[src/rtl/core/rwla_pkg.sv]
package rwla_pkg;

    localparam int READ_WAIT_DEPTH  = 16;
    localparam int WRITE_WAIT_DEPTH = 16;
    localparam int ID_BITS          = 8;
    localparam int MAX_READERS      = 255;
    localparam int RESULT_CAP       = 16;

    localparam int OP_W  = 3;
    localparam int EV_W  = 3;
    localparam int RID_W = 8;
    localparam int TID_W = 8;

    localparam int RQ_AW = (READ_WAIT_DEPTH > 1) ? $clog2(READ_WAIT_DEPTH) : 1;
    localparam int RQ_CW = $clog2(READ_WAIT_DEPTH + 1);
    localparam int WQ_AW = (WRITE_WAIT_DEPTH > 1) ? $clog2(WRITE_WAIT_DEPTH) : 1;
    localparam int WQ_CW = $clog2(WRITE_WAIT_DEPTH + 1);
    localparam int RC_W  = $clog2(MAX_READERS + 1);
    localparam int EC_W  = $clog2(RESULT_CAP + 1);

    typedef logic [ID_BITS-1:0] id_t;

    typedef enum logic [OP_W-1:0] {
        OP_RLOCK   = 3'd0,
        OP_RUNLOCK = 3'd1,
        OP_WLOCK   = 3'd2,
        OP_WUNLOCK = 3'd3,
        OP_RETIRE  = 3'd4
    } opcode_t;

    typedef enum logic [EV_W-1:0] {
        EV_RGRANT  = 3'd0,
        EV_WGRANT  = 3'd1,
        EV_RREFUSE = 3'd2,
        EV_WREFUSE = 3'd3,
        EV_RETIRED = 3'd4,
        EV_ERROR   = 3'd5
    } event_t;

    typedef struct packed {
        logic             busy;
        logic             write_held;
        logic [RC_W-1:0]  reader_count;
        logic [RQ_CW-1:0] rq_count;
        logic [WQ_CW-1:0] wq_count;
    } rwla_status_t;

endpackage

[src/rtl/core/reader_writer_lock_arbiter.sv]
// Reader-writer lock arbiter.
// Input channel (in_valid/in_ready): one request word per handshake, opcode
// (read lock, read unlock, write lock, write unlock, retire) and requester_id.
// Output channel (out_valid/out_ready): result words of event_kind and
// target_id; last_of_run marks the final word caused by a request. A request
// may cause no word at all (queued lock, retire while busy, quiet unlock).
// Timing: a request is taken in S_IDLE and decided in S_DECIDE once the
// output register frees; result words come from the output register. A
// release that drains queued readers goes on to S_DRAIN: one grant word per
// cycle while the output register is free, up to 16, while input is held off.
// Waiting requesters sit in two FIFO memories with a registered read port;
// the pop address follows the queue head so each pop finds its word ready.
// The output register lets a new request be taken while a word waits.
// When out_ready is low the decision step and the drain hold until the
// output register frees; no word is dropped.
// Reset: lock free, no readers, both queues empty, no retire pending. A
// completed retire returns the block to this same state.
module reader_writer_lock_arbiter (
    input  logic                       clk,
    input  logic                       rst_n,
    input  logic                       in_valid,
    output logic                       in_ready,
    input  logic [rwla_pkg::OP_W-1:0]  opcode,
    input  logic [rwla_pkg::RID_W-1:0] requester_id,
    output logic                       out_valid,
    input  logic                       out_ready,
    output logic [rwla_pkg::EV_W-1:0]  event_kind,
    output logic [rwla_pkg::TID_W-1:0] target_id,
    output logic                       last_of_run
);

    import rwla_pkg::*;

    logic             rq_we;
    logic [RQ_AW-1:0] rq_waddr;
    id_t              rq_wdata;
    logic [RQ_AW-1:0] rq_raddr;
    id_t              rq_rdata;
    logic             wq_we;
    logic [WQ_AW-1:0] wq_waddr;
    id_t              wq_wdata;
    logic [WQ_AW-1:0] wq_raddr;
    id_t              wq_rdata;
    rwla_status_t     status;

    rwla_ctrl u_ctrl (
        .clk          (clk),
        .rst_n        (rst_n),
        .in_valid     (in_valid),
        .in_ready     (in_ready),
        .opcode       (opcode),
        .requester_id (requester_id),
        .out_valid    (out_valid),
        .out_ready    (out_ready),
        .event_kind   (event_kind),
        .target_id    (target_id),
        .last_of_run  (last_of_run),
        .rq_we        (rq_we),
        .rq_waddr     (rq_waddr),
        .rq_wdata     (rq_wdata),
        .rq_raddr     (rq_raddr),
        .rq_rdata     (rq_rdata),
        .wq_we        (wq_we),
        .wq_waddr     (wq_waddr),
        .wq_wdata     (wq_wdata),
        .wq_raddr     (wq_raddr),
        .wq_rdata     (wq_rdata),
        .status       (status)
    );

    rwla_ram #(
        .DEPTH (READ_WAIT_DEPTH),
        .WIDTH (ID_BITS)
    ) u_read_queue (
        .clk   (clk),
        .we    (rq_we),
        .waddr (rq_waddr),
        .wdata (rq_wdata),
        .raddr (rq_raddr),
        .rdata (rq_rdata)
    );

    rwla_ram #(
        .DEPTH (WRITE_WAIT_DEPTH),
        .WIDTH (ID_BITS)
    ) u_write_queue (
        .clk   (clk),
        .we    (wq_we),
        .waddr (wq_waddr),
        .wdata (wq_wdata),
        .raddr (wq_raddr),
        .rdata (wq_rdata)
    );

`ifndef SYNTH
    a_writer_excludes_readers: assert property (@(posedge clk) disable iff (!rst_n)
        status.write_held |-> status.reader_count == '0)
        else $error("writer holds lock while readers are counted");

    a_idle_lock_no_waiters: assert property (@(posedge clk) disable iff (!rst_n)
        (!status.busy && !status.write_held && status.reader_count == '0)
        |-> (status.rq_count == '0 && status.wq_count == '0))
        else $error("lock free with requesters still queued");

    a_queue_bounds: assert property (@(posedge clk) disable iff (!rst_n)
        status.rq_count <= RQ_CW'(READ_WAIT_DEPTH) &&
        status.wq_count <= WQ_CW'(WRITE_WAIT_DEPTH))
        else $error("wait queue count beyond depth");

    a_one_request_at_a_time: assert property (@(posedge clk) disable iff (!rst_n)
        (in_valid && in_ready) |=> !in_ready)
        else $error("second request taken before decision");
`endif

endmodule

[src/rtl/core/rwla_ram.sv]
module rwla_ram #(
    parameter int DEPTH = 16,
    parameter int WIDTH = 8,
    parameter int AW    = (DEPTH > 1) ? $clog2(DEPTH) : 1
) (
    input  logic             clk,
    input  logic             we,
    input  logic [AW-1:0]    waddr,
    input  logic [WIDTH-1:0] wdata,
    input  logic [AW-1:0]    raddr,
    output logic [WIDTH-1:0] rdata
);

    logic [WIDTH-1:0] mem [DEPTH];
    logic [WIDTH-1:0] rdata_reg;

    always_ff @(posedge clk)
    begin
        if (we)
        begin
            mem[waddr] <= wdata;
        end
        rdata_reg <= mem[raddr];
    end

    assign rdata = rdata_reg;

endmodule

[src/rtl/core/rwla_ctrl.sv]
module rwla_ctrl (
    input  logic                       clk,
    input  logic                       rst_n,
    input  logic                       in_valid,
    output logic                       in_ready,
    input  logic [rwla_pkg::OP_W-1:0]  opcode,
    input  logic [rwla_pkg::RID_W-1:0] requester_id,
    output logic                       out_valid,
    input  logic                       out_ready,
    output logic [rwla_pkg::EV_W-1:0]  event_kind,
    output logic [rwla_pkg::TID_W-1:0] target_id,
    output logic                       last_of_run,
    output logic                       rq_we,
    output logic [rwla_pkg::RQ_AW-1:0] rq_waddr,
    output rwla_pkg::id_t              rq_wdata,
    output logic [rwla_pkg::RQ_AW-1:0] rq_raddr,
    input  rwla_pkg::id_t              rq_rdata,
    output logic                       wq_we,
    output logic [rwla_pkg::WQ_AW-1:0] wq_waddr,
    output rwla_pkg::id_t              wq_wdata,
    output logic [rwla_pkg::WQ_AW-1:0] wq_raddr,
    input  rwla_pkg::id_t              wq_rdata,
    output rwla_pkg::rwla_status_t     status
);

    import rwla_pkg::*;

    typedef enum logic [1:0] {
        S_IDLE,
        S_DECIDE,
        S_DRAIN
    } state_t;

    state_t           state_reg, state_next;
    logic [OP_W-1:0]  op_reg, op_next;
    id_t              id_reg, id_next;
    logic             write_held_reg, write_held_next;
    logic [RC_W-1:0]  reader_count_reg, reader_count_next;
    logic [RQ_AW-1:0] rq_head_reg, rq_head_next;
    logic [RQ_CW-1:0] rq_count_reg, rq_count_next;
    logic [WQ_AW-1:0] wq_head_reg, wq_head_next;
    logic [WQ_CW-1:0] wq_count_reg, wq_count_next;
    logic             retire_pending_reg, retire_pending_next;
    id_t              retire_id_reg, retire_id_next;
    logic [EC_W-1:0]  emitted_reg, emitted_next;
    logic             out_valid_reg, out_valid_next;
    event_t           out_kind_reg, out_kind_next;
    id_t              out_id_reg, out_id_next;
    logic             out_last_reg, out_last_next;

    logic             out_free;
    logic             emit;
    event_t           emit_kind;
    id_t              emit_id;
    logic             emit_last;
    logic             rq_pop;
    logic             wq_pop;
    logic             do_reset;
    logic [RQ_CW:0]   rq_tail_sum;
    logic [WQ_CW:0]   wq_tail_sum;
    logic [RQ_AW-1:0] rq_tail;
    logic [WQ_AW-1:0] wq_tail;
    logic [RQ_AW-1:0] rq_head_inc;
    logic [WQ_AW-1:0] wq_head_inc;
    logic             rq_full;
    logic             wq_full;

    assign out_free = !out_valid_reg || out_ready;
    assign rq_full  = (rq_count_reg == RQ_CW'(READ_WAIT_DEPTH));
    assign wq_full  = (wq_count_reg == WQ_CW'(WRITE_WAIT_DEPTH));

    always_comb
    begin
        rq_tail_sum = (RQ_CW+1)'(rq_head_reg) + (RQ_CW+1)'(rq_count_reg);
        if (rq_tail_sum >= (RQ_CW+1)'(READ_WAIT_DEPTH))
        begin
            rq_tail_sum = rq_tail_sum - (RQ_CW+1)'(READ_WAIT_DEPTH);
        end
        rq_tail = rq_tail_sum[RQ_AW-1:0];
        wq_tail_sum = (WQ_CW+1)'(wq_head_reg) + (WQ_CW+1)'(wq_count_reg);
        if (wq_tail_sum >= (WQ_CW+1)'(WRITE_WAIT_DEPTH))
        begin
            wq_tail_sum = wq_tail_sum - (WQ_CW+1)'(WRITE_WAIT_DEPTH);
        end
        wq_tail = wq_tail_sum[WQ_AW-1:0];
    end

    assign rq_head_inc = (rq_head_reg == RQ_AW'(READ_WAIT_DEPTH - 1)) ? '0
                                                                        : rq_head_reg + 1'b1;
    assign wq_head_inc = (wq_head_reg == WQ_AW'(WRITE_WAIT_DEPTH - 1)) ? '0
                                                                         : wq_head_reg + 1'b1;

    always_comb
    begin
        state_next          = state_reg;
        op_next             = op_reg;
        id_next             = id_reg;
        write_held_next     = write_held_reg;
        reader_count_next   = reader_count_reg;
        rq_head_next        = rq_head_reg;
        rq_count_next       = rq_count_reg;
        wq_head_next        = wq_head_reg;
        wq_count_next       = wq_count_reg;
        retire_pending_next = retire_pending_reg;
        retire_id_next      = retire_id_reg;
        emitted_next        = emitted_reg;
        emit                = 1'b0;
        emit_kind           = EV_ERROR;
        emit_id             = id_reg;
        emit_last           = 1'b1;
        rq_we               = 1'b0;
        wq_we               = 1'b0;
        rq_pop              = 1'b0;
        wq_pop              = 1'b0;
        do_reset            = 1'b0;

        case (state_reg)
            S_IDLE:
            begin
                if (in_valid)
                begin
                    op_next    = opcode;
                    id_next    = requester_id[ID_BITS-1:0];
                    state_next = S_DECIDE;
                end
            end
            S_DECIDE:
            begin
                if (out_free)
                begin
                    state_next = S_IDLE;
                    case (op_reg)
                        OP_RLOCK:
                        begin
                            if (write_held_reg || wq_count_reg != '0 || rq_count_reg != '0)
                            begin
                                if (rq_full)
                                begin
                                    emit      = 1'b1;
                                    emit_kind = EV_RREFUSE;
                                end
                                else
                                begin
                                    rq_we         = 1'b1;
                                    rq_count_next = rq_count_reg + 1'b1;
                                end
                            end
                            else if (reader_count_reg == RC_W'(MAX_READERS))
                            begin
                                emit      = 1'b1;
                                emit_kind = EV_RREFUSE;
                            end
                            else
                            begin
                                reader_count_next = reader_count_reg + 1'b1;
                                emit              = 1'b1;
                                emit_kind         = EV_RGRANT;
                            end
                        end
                        OP_RUNLOCK:
                        begin
                            if (write_held_reg || reader_count_reg == '0)
                            begin
                                emit      = 1'b1;
                                emit_kind = EV_ERROR;
                            end
                            else
                            begin
                                reader_count_next = reader_count_reg - 1'b1;
                                if (wq_count_reg != '0)
                                begin
                                    if (reader_count_reg == RC_W'(1))
                                    begin
                                        wq_pop          = 1'b1;
                                        write_held_next = 1'b1;
                                        emit            = 1'b1;
                                        emit_kind       = EV_WGRANT;
                                        emit_id         = wq_rdata;
                                    end
                                end
                                else if (rq_count_reg != '0)
                                begin
                                    emitted_next = '0;
                                    state_next   = S_DRAIN;
                                end
                                else if (retire_pending_reg && reader_count_reg == RC_W'(1))
                                begin
                                    do_reset  = 1'b1;
                                    emit      = 1'b1;
                                    emit_kind = EV_RETIRED;
                                    emit_id   = retire_id_reg;
                                end
                            end
                        end
                        OP_WLOCK:
                        begin
                            if (write_held_reg || reader_count_reg != '0)
                            begin
                                if (wq_full)
                                begin
                                    emit      = 1'b1;
                                    emit_kind = EV_WREFUSE;
                                end
                                else
                                begin
                                    wq_we         = 1'b1;
                                    wq_count_next = wq_count_reg + 1'b1;
                                end
                            end
                            else
                            begin
                                write_held_next = 1'b1;
                                emit            = 1'b1;
                                emit_kind       = EV_WGRANT;
                            end
                        end
                        OP_WUNLOCK:
                        begin
                            if (!write_held_reg)
                            begin
                                emit      = 1'b1;
                                emit_kind = EV_ERROR;
                            end
                            else if (rq_count_reg != '0)
                            begin
                                write_held_next = 1'b0;
                                emitted_next    = '0;
                                state_next      = S_DRAIN;
                            end
                            else if (wq_count_reg != '0)
                            begin
                                wq_pop    = 1'b1;
                                emit      = 1'b1;
                                emit_kind = EV_WGRANT;
                                emit_id   = wq_rdata;
                            end
                            else if (retire_pending_reg)
                            begin
                                do_reset  = 1'b1;
                                emit      = 1'b1;
                                emit_kind = EV_RETIRED;
                                emit_id   = retire_id_reg;
                            end
                            else
                            begin
                                write_held_next = 1'b0;
                            end
                        end
                        OP_RETIRE:
                        begin
                            if (retire_pending_reg)
                            begin
                                emit      = 1'b1;
                                emit_kind = EV_ERROR;
                            end
                            else if (!write_held_reg && reader_count_reg == '0)
                            begin
                                do_reset  = 1'b1;
                                emit      = 1'b1;
                                emit_kind = EV_RETIRED;
                            end
                            else
                            begin
                                retire_pending_next = 1'b1;
                                retire_id_next      = id_reg;
                            end
                        end
                        default:
                        begin
                            emit      = 1'b1;
                            emit_kind = EV_ERROR;
                        end
                    endcase
                end
            end
            S_DRAIN:
            begin
                if (out_free)
                begin
                    rq_pop            = 1'b1;
                    reader_count_next = reader_count_reg + 1'b1;
                    emitted_next      = emitted_reg + 1'b1;
                    emit              = 1'b1;
                    emit_kind         = EV_RGRANT;
                    emit_id           = rq_rdata;
                    emit_last         = !(rq_count_reg > RQ_CW'(1) &&
                                          reader_count_reg < RC_W'(MAX_READERS - 1) &&
                                          emitted_reg < EC_W'(RESULT_CAP - 1));
                    if (emit_last)
                    begin
                        state_next = S_IDLE;
                    end
                end
            end
            default:
            begin
                state_next = S_IDLE;
            end
        endcase

        if (rq_pop)
        begin
            rq_head_next  = rq_head_inc;
            rq_count_next = rq_count_reg - 1'b1;
        end
        if (wq_pop)
        begin
            wq_head_next  = wq_head_inc;
            wq_count_next = wq_count_reg - 1'b1;
        end
        if (do_reset)
        begin
            write_held_next     = 1'b0;
            reader_count_next   = '0;
            rq_head_next        = '0;
            rq_count_next       = '0;
            wq_head_next        = '0;
            wq_count_next       = '0;
            retire_pending_next = 1'b0;
            retire_id_next      = '0;
        end
    end

    always_comb
    begin
        out_valid_next = out_valid_reg;
        out_kind_next  = out_kind_reg;
        out_id_next    = out_id_reg;
        out_last_next  = out_last_reg;
        if (emit)
        begin
            out_valid_next = 1'b1;
            out_kind_next  = emit_kind;
            out_id_next    = emit_id;
            out_last_next  = emit_last;
        end
        else if (out_ready)
        begin
            out_valid_next = 1'b0;
        end
    end

    always_ff @(posedge clk or negedge rst_n)
    begin
        if (!rst_n)
        begin
            state_reg          <= S_IDLE;
            write_held_reg     <= 1'b0;
            reader_count_reg   <= '0;
            rq_head_reg        <= '0;
            rq_count_reg       <= '0;
            wq_head_reg        <= '0;
            wq_count_reg       <= '0;
            retire_pending_reg <= 1'b0;
            retire_id_reg      <= '0;
            emitted_reg        <= '0;
            out_valid_reg      <= 1'b0;
        end
        else
        begin
            state_reg          <= state_next;
            write_held_reg     <= write_held_next;
            reader_count_reg   <= reader_count_next;
            rq_head_reg        <= rq_head_next;
            rq_count_reg       <= rq_count_next;
            wq_head_reg        <= wq_head_next;
            wq_count_reg       <= wq_count_next;
            retire_pending_reg <= retire_pending_next;
            retire_id_reg      <= retire_id_next;
            emitted_reg        <= emitted_next;
            out_valid_reg      <= out_valid_next;
        end
    end

    always_ff @(posedge clk)
    begin
        op_reg       <= op_next;
        id_reg       <= id_next;
        out_kind_reg <= out_kind_next;
        out_id_reg   <= out_id_next;
        out_last_reg <= out_last_next;
    end

    // read port follows the next head so the RAM's registered output holds the word for the next pop
    assign rq_raddr = rq_head_next;
    assign wq_raddr = wq_head_next;
    assign rq_waddr = rq_tail;
    assign wq_waddr = wq_tail;
    assign rq_wdata = id_reg;
    assign wq_wdata = id_reg;

    assign in_ready    = (state_reg == S_IDLE);
    assign out_valid   = out_valid_reg;
    assign event_kind  = out_kind_reg;
    assign target_id   = TID_W'(out_id_reg);
    assign last_of_run = out_last_reg;

    assign status.busy         = (state_reg != S_IDLE);
    assign status.write_held   = write_held_reg;
    assign status.reader_count = reader_count_reg;
    assign status.rq_count     = rq_count_reg;
    assign status.wq_count     = wq_count_reg;

endmodule
[config.mk]
export PLATFORM = sky130hd
export DESIGN_NAME = reader_writer_lock_arbiter
export DESIGN_NICKNAME = d
export VERILOG_FILES = /design/src/rtl/core/rwla_pkg.sv /design/src/rtl/core/reader_writer_lock_arbiter.sv /design/src/rtl/core/rwla_ram.sv /design/src/rtl/core/rwla_ctrl.sv
export SDC_FILE = /design/constraint.sdc
export NUM_CORES = 1
export LEC_CHECK = 0
export ABC_AREA = 1
export CORE_AREA = 2 2 239 241
export CTS_CLUSTER_SIZE = 20
export DETAILED_ROUTE_END_ITERATION = 8
export DIE_AREA = 0 0 241 243
export DONT_BUFFER_PORTS = 1
export PLACE_DENSITY_LB_ADDON = 0.2
export SLEW_MARGIN = 20
export SYNTH_ARGS = -nofsm -noshare
export SYNTH_HDL_FRONTEND = slang
export SYNTH_HIERARCHICAL = 1
export SYNTH_SLANG_ARGS = --single-unit
[constraint.sdc]
create_clock -name clk -period 7.3 [get_ports clk]
set_clock_uncertainty 0.15 [all_clocks]
set_input_delay 1.46 -clock clk [delete_from_list [all_inputs] [get_ports clk]]
set_output_delay 1.46 -clock clk [all_outputs]
set_load 0.005 [all_outputs]
==> reports/qor.csv <==
stage,metric,value,unit
critical_path,crit_type,input pin to register,
routing,viasPerCell,4.51,
floorplan,core-area,56000,um^2
routing,drt_iter0_markers,816,
routing,routed_wl,44.7,mm
sta,tightest_slew,1.01,ns
power_and_ir_drop,p_sw,2.66,mW
clock_network,cts_sinks,339,
final_layout,fin_cells,2564,
global_routing,grt-ovfl-total,0,
power_and_ir_drop,p_int,4.17,mW
clock_network,tritoncts,yes,
power_and_ir_drop,irDropWorstVdd,0.216,mV
min_path,whs_path_depth,2,
clock_network,cts_hold_buf,0,
synthesis,syn_inst,1794,
final_layout,final-seq-area,9800,um^2
final_layout,fin_nets,1821,
power_and_ir_drop,power-per-cell-area,369,nW/um^2
sta,tns,0,ns
floorplan,fp-row-count,87,
floorplan,start_util,29.8,%
routing,firstDrtPassIters,5,
final_layout,final_util,33.1,%
routing,routedWlPerCell,17.4,um
global_routing,grt-busiest-layer,met2,
critical_path,crit_fanout,66,
synthesis,syn_area,16700,um^2
min_path,worstHoldPathType,register to register,
global_routing,met3_usage,2.12,%
sta,period_minus_slack,4.64,ns
critical_path,critical_path_arrival,5.00,ns
final_layout,area_growth,11.2,%
power_and_ir_drop,pwr-share-seq,37.4,%
sta,fmax,0.216,GHz
global_routing,use_met1,20.7,%
synthesis,avgSynthCellArea,9.30,um^2
placement,portBuffers,0,
sta,final_max_slew_viol_count,0,
run,cap_violations,0,
clock_network,worstSkewPairLatency,0.57,ns
global_routing,antenna_found_initial,0,
sta,setup_viol,0,
placement,post-dp-hpwl,27.9,mm
clock_network,numCtsBuffers,40,
synthesis,ys_warn_count,6,
placement,place_congestion,0.823,
global_routing,grt_pass1_wl,69.1,mm
clock_network,clk_pin_slew_worst_paths,0.06,ns
floorplan,chipWidth,241,um
clock_network,clock-root-buffer,clkbuf_16,
sta,worst_slack,2.66,ns
final_layout,reg_top3,"u_read_queue/mem x128, u_write_queue/mem x128",
power_and_ir_drop,swShare,38.9,%
synthesis,synth_nets,1837,
floorplan,dieArea,58600,um^2
clock_network,cts_resized,0,
routing,route.detailed.drc,0,
routing,ant_nets,0,
power_and_ir_drop,combPwrFrac,34.3,%
sta,rsz0062_at_grt,false,
global_routing,grt_max_degree,67,
power_and_ir_drop,total_power,6.84,mW
final_layout,drive_above_1_share,7.52,%
critical_path,r2r.worst_path.cells,15,
sta,finalCritPeriodShare,63.5,%
critical_path,end_kind,register,
clock_network,cts_setup_buffers,0,
sta,slew-limit-headroom,32.2,%
clock_network,htree_levels,2,
power_and_ir_drop,clockPowerShare,28.3,%
power_and_ir_drop,power_leakage,7.95,nW
placement,post-place-cells,2492,
global_routing,gr-usage-met2,25.2,%
final_layout,n_fill_cell,5790,
critical_path,crit_path_start_kind,input pin,
critical_path,crit_required,7.67,ns
sta,finalHoldViolations,0,
final_layout,multiInputGateArea,5290,um^2
floorplan,ioPinCount,29,
floorplan,die_y,243,um
routing,vias,11600,
run_status,status,"complete, no violations",
global_routing,grt_pass1_vias,11400,
clock_network,clockBufferDepth,3,
global_routing,grt_use_total,15.5,%
final_layout,antenna_cells,0,
placement,dp_slack,2.43,ns
-- final cells by class --
cell class / instances / share of cell area, %
clock inverter: 13 / 0.803
tap: 756 / 5.10
clock buffer: 59 / 6.01
timing repair buffer: 17 / 0.688
sequential: 339 / 52.8
inverter: 298 / 6.05
multi-input combinational: 1082 / 28.5
-- metrics by stage --
stage	hold slack (ns)	instance area, um^2
floorplan	0.305	16700
global placement	0.317	17300
detailed placement	0.322	17300
CTS	0.336	18500
global route	0.370	18500
finish	0.334	18500
-- path summary, 6_finish.rpt --
| kind | from | endpoint | slack, ns |
|---|---|---|---|
| worst min register to register | u_ctrl/retire_id_reg[1] | u_ctrl/retire_id_reg[1] | 0.33 |
| worst min-delay path | u_ctrl/retire_id_reg[1] | u_ctrl/retire_id_reg[1] | 0.33 |
| worst max-delay path | out_ready | u_read_queue/rdata[3] | 2.66 |
| max in group asynchronous | rst_n | u_ctrl/rq_head_reg[0] | 6.45 |
| min in group asynchronous | rst_n | u_ctrl/retire_id_reg[7] | 0.45 |
| worst max register to register | u_ctrl/state_reg[0] | u_read_queue/rdata[3] | 2.79 |
-- power by group through the flow --
stage	sequential, mW	clock [mW]	combinational, mW
after floorplan	2.51	0	1.76
after global placement	2.60	0	2.33
after detailed placement	2.60	0	2.35
after CTS	2.56	1.99	2.36
after global routing	2.58	2.07	2.62
final	2.56	1.93	2.34
-- per-layer routing --
| metal | wire length [um] | share of wire, % |
|---|---|---|
| met1 | 20400 | 46 |
| met5 | 0 | 0 |
| met2 | 21000 | 47 |
| met4 | 1550 | 3.5 |
| met3 | 1710 | 3.8 |
-- critical path, stage by stage --
cell and delay (ns):
nor2_1 0.44, nor2_4 0.13, nand2_4 0.30, inv_2 0.19, nor2_4 0.10, buf_4 0.56
clkinv_2 0.95, nand2_1 0.34, nand3_1 0.12, nand3_1 0.19, nand3_1 0.09, nand2_1 0.06
-- cell usage in the layout, fill, tap and decap left out, types with 5 or more instances in the layout --
master,n
nand2_1,536
inv_1,285
edfxtp_1,279
nand3_1,232
nor2_1,81
dfrtp_1,44
clkbuf_16,41
o21ai_0,37
a21oi_1,29
ha_1,25
buf_4,17
clkbuf_1,16
xor2_1,16
dfxtp_1,16
nand4_1,12
nand2_2,10
nor2_2,10
xnor2_1,10
o21ai_2,10
inv_2,9
o21ai_1,9
clkinv_2,8
nor2_4,8
a221oi_1,8
nor3_1,8
nand3_2,5
nand3b_1,5
Power figures use the tool's default switching activity.
